## config.mk

```make
export PLATFORM = sky130hd
export DESIGN_NAME = tccs_front
export DESIGN_NICKNAME = d
export VERILOG_FILES = /design/src/rtl/tccs_pkg.sv /design/src/rtl/tccs_front.sv
export SDC_FILE = /design/constraint.sdc
export NUM_CORES = 1
export LEC_CHECK = 0
export ABC_AREA = 1
export BUFFER_PORTS_ARGS = -buffer_cell sky130_fd_sc_hd__buf_4
export CORE_AREA = 4 4 41 43
export CTS_BUF_LIST = sky130_fd_sc_hd__clkbuf_4
export CTS_CLUSTER_DIAMETER = 40
export CTS_CLUSTER_SIZE = 8
export DETAILED_ROUTE_END_ITERATION = 12
export DIE_AREA = 0 0 45 47
export GPL_TIMING_DRIVEN = 0
export HOLD_SLACK_MARGIN = 0.1
export PLACE_DENSITY_LB_ADDON = 0.08
export SKIP_CTS_REPAIR_TIMING = 1
export SLEW_MARGIN = 30
export SYNTH_ARGS = -nofsm -noshare
export SYNTH_HDL_FRONTEND = slang
export SYNTH_SLANG_ARGS = --single-unit
```

## constraint.sdc

```tcl
create_clock -name clk_i -period 1.6 [get_ports clk_i]
set_clock_uncertainty 0.2 [all_clocks]
set_input_delay 0.08 -clock clk_i [delete_from_list [all_inputs] [get_ports clk_i]]
set_output_delay 0.08 -clock clk_i [all_outputs]
set_load 0.1 [all_outputs]
```

## src/rtl/tccs_pkg.sv

```systemverilog
package tccs_pkg;

  // Field widths of the beats on the ports
  localparam int OP_W    = 1;
  localparam int CHAR_W  = 8;
  localparam int QROW_W  = 4;
  localparam int QCOL_W  = 6;
  localparam int GLYPH_W = 7;
  localparam int CROW_W  = 4;
  localparam int CCOL_W  = 6;

  localparam int ROWS_DEFAULT = 16;
  localparam int COLS_DEFAULT = 64;

  localparam int QUEUE_DEPTH = 2;

  localparam logic [OP_W-1:0] OP_PUT = 1'b0;

  localparam logic [CHAR_W-1:0] CH_BS    = 8'd8;
  localparam logic [CHAR_W-1:0] CH_LF    = 8'd10;
  localparam logic [CHAR_W-1:0] CH_CR    = 8'd13;
  localparam logic [CHAR_W-1:0] CH_SPACE = 8'd32;
  localparam logic [CHAR_W-1:0] CH_MAX   = 8'd127;

  localparam logic [GLYPH_W-1:0] GLYPH_SPACE  = 7'd32;
  localparam logic [GLYPH_W-1:0] GLYPH_CURSOR = 7'd95;

  typedef enum logic [1:0] {
    CMD_READ,
    CMD_BS,
    CMD_PUT
  } cmd_kind_e;

  typedef struct packed {
    cmd_kind_e          kind;
    logic [GLYPH_W-1:0] glyph;
    logic               newline;
    logic [QROW_W-1:0]  q_row;
    logic [QCOL_W-1:0]  q_col;
  } cmd_t;

  typedef enum logic [3:0] {
    ST_CLEAR,
    ST_IDLE,
    ST_WR_CHAR,
    ST_CLR_LINE,
    ST_CLR_BOTTOM,
    ST_BS_BLANK,
    ST_WR_CURSOR,
    ST_READ,
    ST_RESP
  } back_state_e;

endpackage

```

## src/rtl/tccs_front.sv

```systemverilog
module tccs_front (
  input  logic                           clk_i,
  input  logic                           rst_ni,
  input  logic                           in_valid_i,
  output logic                           in_stall_o,
  input  logic [tccs_pkg::OP_W-1:0]      op_i,
  input  logic [tccs_pkg::CHAR_W-1:0]    char_in_i,
  input  logic [tccs_pkg::QROW_W-1:0]    query_row_i,
  input  logic [tccs_pkg::QCOL_W-1:0]    query_col_i,
  input  logic                           q_full_i,
  input  logic                           clearing_i,
  output logic                           push_o,
  output tccs_pkg::cmd_t                 cmd_o
);

  logic last_cr_q, last_cr_d;
  logic is_put;
  logic drop_lf;

  assign in_stall_o = q_full_i | clearing_i;
  assign push_o     = in_valid_i & ~in_stall_o;

  assign is_put  = (op_i == tccs_pkg::OP_PUT);
  assign drop_lf = last_cr_q && (char_in_i == tccs_pkg::CH_LF);

  always_comb begin
    cmd_o.q_row   = query_row_i;
    cmd_o.q_col   = query_col_i;
    cmd_o.newline = (char_in_i == tccs_pkg::CH_CR) || (char_in_i == tccs_pkg::CH_LF);
    if (char_in_i inside {[tccs_pkg::CH_SPACE:tccs_pkg::CH_MAX]}) begin
      cmd_o.glyph = char_in_i[tccs_pkg::GLYPH_W-1:0];
    end else begin
      cmd_o.glyph = tccs_pkg::GLYPH_SPACE;
    end
    // a line feed that follows a carriage return becomes a plain read
    if (!is_put || drop_lf) begin
      cmd_o.kind = tccs_pkg::CMD_READ;
    end else if (char_in_i == tccs_pkg::CH_BS) begin
      cmd_o.kind = tccs_pkg::CMD_BS;
    end else begin
      cmd_o.kind = tccs_pkg::CMD_PUT;
    end
  end

  always_comb begin
    last_cr_d = last_cr_q;
    if (push_o && is_put) begin
      last_cr_d = drop_lf ? 1'b0 : (char_in_i == tccs_pkg::CH_CR);
    end
  end

  always_ff @(posedge clk_i or negedge rst_ni) begin
    if (!rst_ni) begin
      last_cr_q <= 1'b0;
    end else begin
      last_cr_q <= last_cr_d;
    end
  end

endmodule

```

Word-level counts from Yosys, hierarchy flattened
Index checks and enable logic that the tools add are counted.
W data, S select, Z words.
{ "classes": {"order_cmp": 2, "n_eq_ne": 3, "muxes": 4, "bitwise": 4, "reduce_logical": 5} }
{ "op_table": {"columns": ["op", "count"], "rows": [
  ["$eq A8 B4 Y1 const B", 3],
  ["$ge A8 B6 Y1 const B", 1],
  ["$le A8 B7 Y1 const B", 1],
  ["$mux W7", 1],
  ["$mux W2", 2],
  ["$logic_and A1 B1 Y1", 3],
  ["$logic_or A1 B1 Y1", 2],
  ["$not A1 Y1", 2],
  ["$and A1 B1 Y1", 1],
  ["$mux W1", 1],
  ["$or A1 B1 Y1", 1]
]} }
{ "totals": {"register_bits": 1, "out_inout_bits": 22, "wordCells": 19} }

Logic depth before layout (Yosys ltp)
{ "depth": {"ltp_word": 4, "mapped_depth": 6} }

Worst setup path after synthesis
No wires, ideal clock.
{ "synth_path": {"path_type": "input-to-reg", "startpoint": "input q_full_i", "endpoint": "register last_cr_q", "setup_time_ps": 123, "t_arrival_ps": 2032, "required_ps": 1277, "slack_ps": -755, "stages": 6, "n_path_buf": 0, "path_cell_list": "inv_1 nand2_1 nor2_2 nand2_1 nand2_1 o21ai_1"} }
{ "synth_between": {"elab_chain_len": 4} }
{ "synth_rtl": {"columns": ["element", "line_no", "text"], "rows": [
  ["from (decl)", "tccs_front.sv:10", "input logic q_full_i,"],
  ["$or A1 B1 Y1", "tccs_front.sv:20", "assign in_stall_o = q_full_i | clearing_i;"],
  ["named net in_stall_o", "tccs_front.sv:5", "output logic in_stall_o,"],
  ["$not A1 Y1", "tccs_front.sv:21", "assign push_o = in_valid_i & ~in_stall_o;"],
  ["$and A1 B1 Y1", "tccs_front.sv:21", null],
  ["named net push_o", "tccs_front.sv:12", "output logic push_o,"],
  ["$logic_and A1 B1 Y1", "tccs_front.sv:47", "if (push_o && is_put) begin"],
  ["to (signal assigned)", "tccs_front.sv:56", "last_cr_q <= last_cr_d;"],
  ["to (decl)", "tccs_front.sv:16", "logic last_cr_q, last_cr_d;"]
]} }
The timed path passes the listed nets, and every way through them passes these cells.
A chain may end at the register's enable or synchronous reset.

==> impl_metrics.toml <==
[run_status]
status = "completed"

[sta]
rsz0062_at_grt = "no"
tightest_slew_ns = 0.2807
slew_headroom = 0.8144
setup_violations = 0
fmax_mhz = 794.2
finalHoldViolCount = 0
fin_crit_ns = 1.259
tns_ns = 0
drv_slew = 0
holdWs_ns = 0.1796
finalCritPeriodShare = 0.7870

[yosys]
ys_top_cells_by_area = "buf_4, inv_1, nor2_1"
yosys-top-cells-count = "inv_1, buf_4, nor2_1, nand2_1"
synth_top_cell_by_area = "buf_4"
syn_area_per_cell_um2 = 5.273
ys_seq_area_frac = 0.08475
mappedNetlistNets = 80
synth.most_common_cell = "inv_1"
yosysWarningCount = 0
syn_area_um2 = 295.3
yosysTopAreaCellShare = 0.2542
synth-edff-count = 0
synth_cell_type_count = 14
netlist_instances = 56
ys.flop_type = "dfrtp_1"
async_reset_ff_frac = 1.000
ys_ff_latch = 1

[floorplan]
rows = 13
die_w_um = 45
ios = 46
start_util = 0.2269
die_h_um = 47
coreArea_um2 = 1301
design.die.area_um2 = 2115

[global_routing]
grt_pass1_wl_mm = 1.186
gr-total-overflow = 0
grt_start_max_net_pins = 6
antenna_found_initial = 0
grt_usage = 0.06935
grt_pass1_vias = 328

[detailed_routing]
drc = 0
dr.pass1.iters = 2
ant_nets = 0
viasPerCell = 3.944
drt_iter0_drc = 2
post_drt_wl_per_cell_um = 8.056
num_vias = 422
wirelength_um = 862

[critical_path]
crit_type = "primary input to output port"
cp.required_ns = 1.32
cp.arrival_ns = 0.98
critPathCaptureType = "output port"
worstPathMaxFanout = 5
startpoint_type = "primary input"

[clock_network]
clk_latency_ns = 0
path_clk_slew_ns = 0

[finish]
regMostFlops = "last_cr_q"
area_growth_pct = 106.4
insertedDiodeCount = 0
final_area_um2 = 609.3
drive_gt1_frac = 0.6087
fill_cells = 147
top_regs = "last_cr_q: 1 flops"
largest_reg_flops = 1
finalNetCount = 118

[power_and_ir_drop]
ir_drop_mv = 0.3126
power_density_nw_per_um2 = 567.6
leakagePower_nw = 0.3690
total_power_mw = 0.3458

[placement]
portBuffers = 35
hpwlAfterDp_um = 814.9
place_area_um2 = 599.3
gp_congestion = 0.6627

[job]
drv_cap = 0

[hold_path]
hold_class = "primary input to flip-flop"
-- path summary, 6_finish.rpt --
kind,cells past startpoint,startpoint,end,slack [ns]
setup reg to reg,2,last_cr_q$_DFFE_PN0P_,last_cr_q$_DFFE_PN0P_,0.81
hold reg to reg,2,last_cr_q$_DFFE_PN0P_,last_cr_q$_DFFE_PN0P_,0.28
hold / removal,4,op_i,last_cr_q$_DFFE_PN0P_,0.18
setup / recovery,7,char_in_i[5],cmd_o[18],0.34
max in group asynchronous,2,rst_ni,last_cr_q$_DFFE_PN0P_,0.92
min in group asynchronous,2,rst_ni,last_cr_q$_DFFE_PN0P_,0.20
-- kinds of logic (layout without fill, tap and decap cells) --
family / after synthesis / count (layout) / synth area share
compound gates: 3 / 3 / 0.05930
buf+inv: 26 / 62 / 0.4576
flops: 1 / 1 / 0.08473
simple gates: 26 / 26 / 0.3983
-- layout make-up --
| cell class | count | area, um^2 | share of cell area |
|---|---|---|---|
| plain buffers | 10 | 75.07 | 0.1232 |
| inverters | 16 | 60.06 | 0.09856 |
| well taps | 15 | 18.77 | 0.03080 |
| repair buffers | 36 | 272.8 | 0.4476 |
| multi-input cells | 29 | 157.7 | 0.2587 |
| flip-flops and latches | 1 | 25.02 | 0.04107 |
-- per-layer routing --
layer / share of wire / track usage
met2: 0.53 / 0.1497
met1: 0.29 / 0.07449
met3: 0.17 / 0.007663
met5: 0 / 0
met4: 0 / 0
-- cells in the final DEF (no fill, tap or decap), drive strengths merged --
cell type	synthesis	routed
nand2	10	10
inv	16	16
nand4	2	2
o21ai	1	1
dlygate4sd3	0	1
nor2	12	12
a21oi	1	1
buf	10	45
nand3	2	2
o21a	1	1
dfrtp	1	1
-- worst max-delay path: stages --
cell and delay (ns):
buf_4 0.11, inv_1 0.07, nand2_1 0.09, nor2_4 0.13
nand4_1 0.09, nor2_1 0.11, buf_4 0.29
-- through the flow --
step           worst slack [ns]    util  std cells
2_1_floorplan           -0.4229       -         56
3_5_place_dp             0.3099  0.4606        106
6_report                 0.3409  0.4683        107
3_3_place_gp             0.3321  0.4606        106
4_1_cts                  0.3091  0.4606        106
5_1_grt                  0.2429  0.4683        107
-- where the power goes --
| part | leakage [nW] | total, mW | switching, mW | internal [mW] |
|---|---|---|---|---|
| Sequential | 0.0140 | 0.0260 | 0.0000633 | 0.0259 |
| Combinational | 0.355 | 0.320 | 0.239 | 0.0808 |
| Clock | 0 | 0 | 0 | 0 |
No activity file was read; power rests on OpenSTA's default activity.
