`src/rtl/tccs_pkg.sv`:
```
package tccs_pkg;

  // Field widths of the beats on the ports
  localparam int OP_W    = 1;
  localparam int CHAR_W  = 8;
  localparam int QROW_W  = 4;
  localparam int QCOL_W  = 6;
  localparam int GLYPH_W = 7;
  localparam int CROW_W  = 4;
  localparam int CCOL_W  = 6;

  localparam int ROWS_DEFAULT = 16;
  localparam int COLS_DEFAULT = 64;

  localparam int QUEUE_DEPTH = 2;

  localparam logic [OP_W-1:0] OP_PUT = 1'b0;

  localparam logic [CHAR_W-1:0] CH_BS    = 8'd8;
  localparam logic [CHAR_W-1:0] CH_LF    = 8'd10;
  localparam logic [CHAR_W-1:0] CH_CR    = 8'd13;
  localparam logic [CHAR_W-1:0] CH_SPACE = 8'd32;
  localparam logic [CHAR_W-1:0] CH_MAX   = 8'd127;

  localparam logic [GLYPH_W-1:0] GLYPH_SPACE  = 7'd32;
  localparam logic [GLYPH_W-1:0] GLYPH_CURSOR = 7'd95;

  typedef enum logic [1:0] {
    CMD_READ,
    CMD_BS,
    CMD_PUT
  } cmd_kind_e;

  typedef struct packed {
    cmd_kind_e          kind;
    logic [GLYPH_W-1:0] glyph;
    logic               newline;
    logic [QROW_W-1:0]  q_row;
    logic [QCOL_W-1:0]  q_col;
  } cmd_t;

  typedef enum logic [3:0] {
    ST_CLEAR,
    ST_IDLE,
    ST_WR_CHAR,
    ST_CLR_LINE,
    ST_CLR_BOTTOM,
    ST_BS_BLANK,
    ST_WR_CURSOR,
    ST_READ,
    ST_RESP
  } back_state_e;

endpackage

```
`src/rtl/tccs_fifo.sv`:
```
module tccs_fifo (
  input  logic           clk_i,
  input  logic           rst_ni,
  input  logic           push_i,
  input  tccs_pkg::cmd_t data_i,
  output logic           full_o,
  input  logic           pop_i,
  output logic           valid_o,
  output tccs_pkg::cmd_t data_o
);

  localparam int Depth = tccs_pkg::QUEUE_DEPTH;
  localparam int PtrW  = (Depth > 1) ? $clog2(Depth) : 1;
  localparam int CntW  = $clog2(Depth + 1);

  tccs_pkg::cmd_t  mem_q [Depth];
  logic [PtrW-1:0] wr_ptr_q, wr_ptr_d;
  logic [PtrW-1:0] rd_ptr_q, rd_ptr_d;
  logic [CntW-1:0] count_q, count_d;
  logic            do_push, do_pop;

  assign full_o  = (count_q == CntW'(Depth));
  assign valid_o = (count_q != '0);
  assign data_o  = mem_q[rd_ptr_q];

  assign do_push = push_i & ~full_o;
  assign do_pop  = pop_i & valid_o;

  always_comb begin
    wr_ptr_d = wr_ptr_q;
    rd_ptr_d = rd_ptr_q;
    count_d  = count_q;
    if (do_push) begin
      wr_ptr_d = (wr_ptr_q == PtrW'(Depth - 1)) ? '0 : wr_ptr_q + PtrW'(1);
    end
    if (do_pop) begin
      rd_ptr_d = (rd_ptr_q == PtrW'(Depth - 1)) ? '0 : rd_ptr_q + PtrW'(1);
    end
    if (do_push && !do_pop) begin
      count_d = count_q + CntW'(1);
    end else if (do_pop && !do_push) begin
      count_d = count_q - CntW'(1);
    end
  end

  always_ff @(posedge clk_i or negedge rst_ni) begin
    if (!rst_ni) begin
      wr_ptr_q <= '0;
      rd_ptr_q <= '0;
      count_q  <= '0;
    end else begin
      wr_ptr_q <= wr_ptr_d;
      rd_ptr_q <= rd_ptr_d;
      count_q  <= count_d;
    end
  end

  always_ff @(posedge clk_i) begin
    if (do_push) begin
      mem_q[wr_ptr_q] <= data_i;
    end
  end

endmodule

```
`config.mk`:
```
export PLATFORM = sky130hd
export DESIGN_NAME = tccs_fifo
export DESIGN_NICKNAME = d
export VERILOG_FILES = /design/src/rtl/tccs_pkg.sv /design/src/rtl/tccs_fifo.sv
export SDC_FILE = /design/constraint.sdc
export NUM_CORES = 1
export LEC_CHECK = 0
export ABC_AREA = 1
export BUFFER_PORTS_ARGS = -buffer_cell sky130_fd_sc_hd__buf_4
export CORE_MARGIN = 2
export CORE_UTILIZATION = 28
export DETAILED_ROUTE_END_ITERATION = 10
export SLEW_MARGIN = 20
export SYNTH_ARGS = -nofsm -noshare
export SYNTH_HDL_FRONTEND = slang
export SYNTH_SLANG_ARGS = --single-unit
```
`constraint.sdc`:
```
create_clock -name clk_i -period 5.6 [get_ports clk_i]
set_input_delay 0.28 -clock clk_i [delete_from_list [all_inputs] [get_ports clk_i]]
set_output_delay 0.28 -clock clk_i [all_outputs]
set_load 0.1 [all_outputs]
```
# After elaboration in Yosys (flattened, before gate mapping)

Memory sizes are Yosys's and may differ from the RTL's.
Cells that the tools add are included.

Register bits after elaboration: 4
Input bits: 24
RAM bits: 40
Memories kept: 1

Memory list:

| memory | words | bits a word | read ports | clocked after memory_dff | wr ports | RTL line        | RTL |
|---|---|---|---|---|---|---|---|
| mem_q  | 2     | 20          | 1          | 0                        | 1        | tccs_fifo.sv:16 | `tccs_pkg::cmd_t mem_q [Depth];` |

Bitwise operators: 3
Add/sub/neg operators: 4
Reduce and logical (&&, ||, !) cells: 6
Mux-type cells: 6
Equal/unequal tests: 1

Operator list:

| cell                | count |
|---|---|
| $mux 1              | 4 |
| $mux 2              | 2 |
| $reduce_bool 2->1   | 2 |
| $add 1x1->1 const B | 2 |
| $add 2x1->2 const B | 1 |
| $and 1x1->1         | 2 |
| $eq 2x2->1 const B  | 1 |
| $logic_and 1x1->1   | 2 |
| $logic_not 1->1     | 2 |
| $sub 2x1->2 const B | 1 |
| $not 1->1           | 1 |

# Longest topological paths before layout

Gate-level depths: netlist (run 1).

Word-level depth: 7
Depth in mapped cells: 9

# Worst setup path before layout (run 1)

Ideal clock, no wire load.

Path kind: reg2reg
Start point: reg count_q[0]
End point: reg count_q[1]
Cell stages (with the launch flop): 8
Setup slack: 3.597 ns
Data arrival time: 1.886 ns
Data required time: 5.483 ns
Setup time: 0.117 ns
Cells stage by stage: dfrtp_1 nor2_2 nor2_4 ha_1 inv_1 nand3_1 nand2_1 nand2_1

Cells in the longest elaborated chain, start to end: 6

RTL lines:

| element                     | RTL line        | RTL |
|---|---|---|
| start: declaration          | tccs_fifo.sv:19 | `logic [CntW-1:0] count_q, count_d;` |
| start signal: assignment    | tccs_fifo.sv:54 | `count_q <= count_d;` |
| $eq 2x2->1 (*)              | tccs_fifo.sv:22 | `assign full_o = (count_q == CntW'(Depth));` |
| via full_o                  | tccs_fifo.sv:6  | `output logic full_o,` |
| $not 1->1 (*)               | tccs_fifo.sv:26 | `assign do_push = push_i & ~full_o;` |
| $and 1x1->1 (*)             | tccs_fifo.sv:26 |  |
| $logic_not 1->1             | tccs_fifo.sv:41 | `end else if (do_pop && !do_push) begin` |
| $logic_and 1x1->1           | tccs_fifo.sv:41 |  |
| $reduce_bool 2->1 (no line) | -               |  |

The timed path passes the listed nets; every way through them passes the cells marked *. The select of a mux whose other input is x is not followed.
A chain may end at the register's enable or synchronous reset.

==> results of run 1 <==
## flip-flops by register name (all words and copies together), names as in the netlist
register / flops
count_q: 2
mem_q: 40
rd_ptr_q: 1
wr_ptr_q: 1
## kinds of logic (layout without fill, tap and decap cells)
family          Yosys count  in the layout  synth area share [%]
compound gates            1              1                 0.296
xor+xnor                  1              1                 0.519
fa+ha+maj                 1              1                 0.741
buf+inv                  12             61                  2.96
flops                    44             44                  77.0
simple gates             77             77                  18.4
## final cells by class
type,count,area (sq um)
clock buffers,5,68.8
clock inverters,2,12.5
fillers,594,3690
inverters,8,30.0
multi-input cells,80,340
flip-flops and latches,44,1300
well taps,75,93.8
repair buffers,46,348
## placed cells by master (no fill, tap or decap)
cell,n
buf_4,45
clkbuf_8,5
clkinv_2,1
clkinvlp_4,1
dfrtp_1,4
dlygate4sd3_1,1
edfxtp_1,40
ha_1,1
inv_1,6
inv_2,2
nand2_1,68
nand2_2,3
nand3_1,2
nand4_1,1
nor2_2,2
nor2_4,1
o21ai_0,1
xnor2_1,1
## Yosys cell counts (all sizes together)
cell type	count
dfrtp	4
xnor2	1
nand4	1
nand3	2
inv	8
edfxtp	40
buf	4
o21ai	1
nand2	71
nor2	3
ha	1
## worst paths after layout
| check | from | end | cells after the start |
|---|---|---|---|
| worst min register to register | count_q[1] | count_q[1] | 2 |
| worst min-delay path | data_i[8] | mem_q[0][8] | 1 |
| min in group asynchronous | rst_ni | count_q[1] | 2 |
| worst max register to register | count_q[1] | mem_q[1][3] | 3 |
| max in group asynchronous | rst_ni | rd_ptr_q | 2 |
| worst max-delay path | rd_ptr_q | data_o[15] | 4 |
## metal layers
metal  part of all wire (%)  up-vias
li1                       -      542
met1                     41      489
met2                     49       28
met3                    8.4        2
met4                    1.1        0
met5                      0        -
## metrics by stage
step,instance area (sq um),hold WS [ns],instances,utilization (%)
after floorplan,1690,-0.0156,136,-
after global placement,2100,0.0835,252,35.7
after detailed placement,2100,0.0841,252,35.7
after CTS,2190,0.161,260,37.3
after global routing,2190,0.150,260,37.3
final,2190,0.173,260,37.3
## repair_timing
| action | in CTS | in global routing |
|---|---|---|
| hold buffers | 1 | 0 |
| setup buffers | 0 | 0 |
| setup endpoints to repair | 0 | 0 |
| hold endpoints to repair | 4 | 0 |
==> qor.txt, run 1 <==
Slew Limit Fails -> 0
status -> finished, final reports clean
Fin. Hold Viols -> 0
RSZ-0062 raised after global routing -> no
initial core utilization -> 28.7%
P&R area growth vs syn -> 29.9%
Tmin final -> 2.13 ns
final setup fails -> 0
I/O Pins -> 46
CTS root buffer -> clkbuf_8
Crit path max-delay family -> flip-flops
crit path buf inv count -> 2
Startpoint Class -> register
antenna cells -> 0
Cells after Synth -> 136
initial antenna violation count -> 0
CP Max Fanout -> 22
Largest stage delay, worst path -> 0.79 ns
Yosys top cell area share -> 71.1%
drt first-iter violations -> 33
Period Utilization, post-route -> 38.1%
Required @ worst endpoint -> 5.32 ns
CTS tree -> yes
setup TNS -> 0 ns
CTS resizes -> 0
via count -> 1061
number of max-cap violations -> 0
slack of the critical path -> 3.47 ns
synth unique cells -> 15
antenna-violating nets left -> 0
CTS sink cnt -> 44
biggest area consumer among synthesized cells -> edfxtp_1
CTS buffer count -> 5
GR peak layer -> met2
vias per std cell -> 4.08
IO Port Bufs -> 45
M3 GR Usage -> 4.18%
Min-Delay Path Class -> input pin to register
Setup Skew -> 0.00338 ns
first-pass GRT wire length -> 4630 um
CP arrival -> 1.85 ns
drt wl/cell -> 11.7 um
crit-path cells -> inv_2 > nand2_1 > nand2_1 > buf_4
H-tree depth -> 2
cell area after synthesis -> 1690 sq um
Clock Pin Slew Worst Setup and Hold Paths -> 0.08 ns
Die ar. -> 6670 sq um
Slew headroom -> 32.2%
Least-Margin Pin Slew -> 1.02 ns
drt drc -> 0
synthesized flop and latch total -> 44
hpwl dp -> 2110 um
Tot GR Track Use -> 9.55%
R2R setup slack -> 3.77 ns
layout net count -> 210
gpl congestion -> 0.723
Area contributors post-synth -> edfxtp_1 71%, nand2_1 15%, dfrtp_1 5.9%
Die X-Extent -> 81.7 um
CP dominant cell by count -> nand2_1
Core Area -> 5890 sq um
slowest cell on the critical path -> dfrtp_1
Place WS -> 3.71 ns
grt ovf -> 0
FP Rows -> 28
number of global-route vias before repair -> 995
crit path kind -> register to output port
WL final -> 3050 um
Die Y -> 81.7 um
First-pass DRT Iterations -> 4
Yosys warnings -> 0
clk_lat worst skew -> 0.29 ns
largest net degree at the start of global routing -> 23
Syn Nets -> 161
register area share after synthesis -> 77.0%
maximum clock path buffer count -> 2
syn_area_per_cell -> 12.4 sq um
met1 Track Usage GR -> 10.9%
met2 Use GR -> 15.2%
Achievable Freq -> 0.469 GHz
share of cells above drive strength 1 -> 32.4%
Setup crit end kind -> output port
Power of run 1 is left out: the tool's default activity adds up to more than one toggle a clock period on the data nets, which glitch-free logic cannot reach.
==> inputs of run 2 (changes only) <==
==> constraint.sdc (replaced) <==
create_clock -name clk_i -period 2.1 [get_ports clk_i]
set_input_delay 0.105 -clock clk_i [delete_from_list [all_inputs] [get_ports clk_i]]
set_output_delay 0.105 -clock clk_i [all_outputs]
set_load 0.1 [all_outputs]
==> run 2 against run 1 <==
Count of clock-buffer cells in the layout unchanged. Non-clock buffer count up 23. Sequential cell count unchanged. First-iteration DRC count is 42% higher. Via count grew 9.5%. Critical path type unchanged. Setup slack got worse by 3.1 ns. Hold slack got worse by 0.10 ns. Die area is the same. Core utilization up 4.3 points. Cell area increased by 12%. Clock skew is essentially flat. Final cell count up 9.2%.
==> qor.txt, run 2 (same netlist as run 1, synthesis figures left out) <==
status -> finished, final reports clean
post-layout util -> 41.6% (+4.3 points)
Die ar. -> 6670 sq um (unchanged)
WL final -> 3230 um (+5.9%)
Setup Skew -> 0.00379 ns (+0.000412 ns)
CTS tree -> yes
P&R area growth vs syn -> 44.9%
GR peak layer -> met2
setup TNS -> 0 ns (unchanged)
vias per std cell -> 4.09 (+0.26%)
crit path kind -> register to output port
Fin. Hold Viols -> 0 (unchanged)
drt first-iter violations -> 47 (+42%)
Least-Margin Pin Slew -> 0.345 ns (-0.671 ns)
via count -> 1162 (+9.5%)
commonest cells after routing, fill and taps aside -> 68 x nand2_1, 48 x buf_4, 40 x edfxtp_1, 21 x dlygate4sd3_1, 6 x inv_1
Tmin final -> 1.69 ns
number of global-route vias before repair -> 1043 (+4.8%)
Place WS -> 0.549 ns (-3.16 ns)
hpwl dp -> 2150 um (+2.2%)
Slew Limit Fails -> 0 (unchanged)
Die X-Extent -> 81.7 um (unchanged)
Min-Delay Path Class -> input pin to register
Core Area -> 5890 sq um (unchanged)
FP Rows -> 28 (unchanged)
drt drc -> 0 (unchanged)
largest net degree at the start of global routing -> 22 (-4.3%)
layout net count -> 233 (+11%)
max reg flops -> 40 (unchanged)
commonest non-fill, non-tap cell in the layout -> nand2_1
First-pass DRT Iterations -> 4 (unchanged)
M3 GR Usage -> 2.97% (-1.2 points)
Clock Pin Slew Worst Setup and Hold Paths -> 0.08 ns (about the same)
Die Y -> 81.7 um (unchanged)
R2R depth -> 6 (+3)
CP Max Fanout -> 21 (-4.5%)
Slew headroom -> 76.7% (+45 points)
CP arrival -> 1.59 ns (-0.26 ns)
RSZ-0062 raised after global routing -> no
antenna cells -> 0 (unchanged)
clk_lat worst skew -> 0.29 ns (about the same)
slack of the critical path -> 0.409 ns (-3.06 ns)
Top reg by flops -> mem_q
setup repair bufs after CTS -> 0 (unchanged)
Setup crit end kind -> output port
Achievable Freq -> 0.591 GHz
I/O Pins -> 46 (unchanged)
cts hold-fix bufs -> 21 (+20)
CTS root buffer -> clkbuf_8
final setup fails -> 0 (unchanged)
initial antenna violation count -> 0 (unchanged)
met1 Track Usage GR -> 12.6% (+1.8 points)
initial core utilization -> 28.7% (unchanged)
drt wl/cell -> 11.4 um (-3.0%)
Startpoint Class -> register
met2 Use GR -> 15.2% (-0.082 points)
maximum clock path buffer count -> 2 (unchanged)
largest registers -> mem_q x40, count_q x2
number of max-cap violations -> 0 (unchanged)
gpl congestion -> 0.677 (-6.4%)
Period Utilization, post-route -> 80.5%
share of cells above drive strength 1 -> 30.6% (-1.8 points)
H-tree depth -> 2 (unchanged)
first-pass GRT wire length -> 4860 um (+5.1%)
CTS sink cnt -> 44 (unchanged)
grt ovf -> 0 (unchanged)
CTS buffer count -> 5 (unchanged)
WHS Path Cells -> 3 (+2)
antenna-violating nets left -> 0 (unchanged)
Required @ worst endpoint -> 2.00 ns (-3.32 ns)
IO Port Bufs -> 45 (unchanged)
CTS resizes -> 0 (unchanged)
Tot GR Track Use -> 10.0% (+0.45 points)
R2R setup slack -> 0.56 ns (-3.21 ns)
run 2: cell types whose count changed in the layout (fill, tap and decap cells not counted):
cell / before / now
dlygate4sd3_1: 1 / 21
buf_4: 45 / 48
bufinv_16: 0 / 1
run 2: final timing paths:
kind | from | endpoint
setup / recovery | rd_ptr_q | data_o[13]
hold / removal | pop_i | rd_ptr_q
setup reg to reg | count_q[1] | mem_q[0][5]
hold reg to reg | count_q[1] | count_q[1]
max in group asynchronous | rst_ni | count_q[1]
min in group asynchronous | rst_ni | wr_ptr_q
run 2: final cells by class:
type | count | area [sq um]
sequential | 44 | 1300
inverter | 8 | 30.0
fill | 577 | 3440
clock buffer | 5 | 68.8
multi-input combinational | 80 | 340
timing repair buffer | 69 | 571
clock inverter | 3 | 42.5
tap | 75 | 93.8
run 2: per-layer routing:
metal / up-vias / part of all wire, % / wire length, um
li1: 588 / - / -
met1: 541 / 41 / 1320
met2: 26 / 51 / 1640
met3: 7 / 5.8 / 189
met4: 0 / 2.5 / 82
met5: - / 0 / 0
run 2: critical path, stage by stage (launching register included):
cell     delay [ns]
dfrtp_1        0.49
inv_2          0.33
nand2_1        0.10
nand2_1        0.09
buf_4          0.29
run 2: through the flow:
step	area (sq um)	cells	hold WS, ns
finish	2450	284	0.0730
CTS	2450	284	0.0693
detailed placement	2130	255	-0.0907
floorplan	1690	136	-0.191
global route	2450	284	0.0852
global placement	2130	255	-0.0920
Power of run 2 is left out for the same reason.
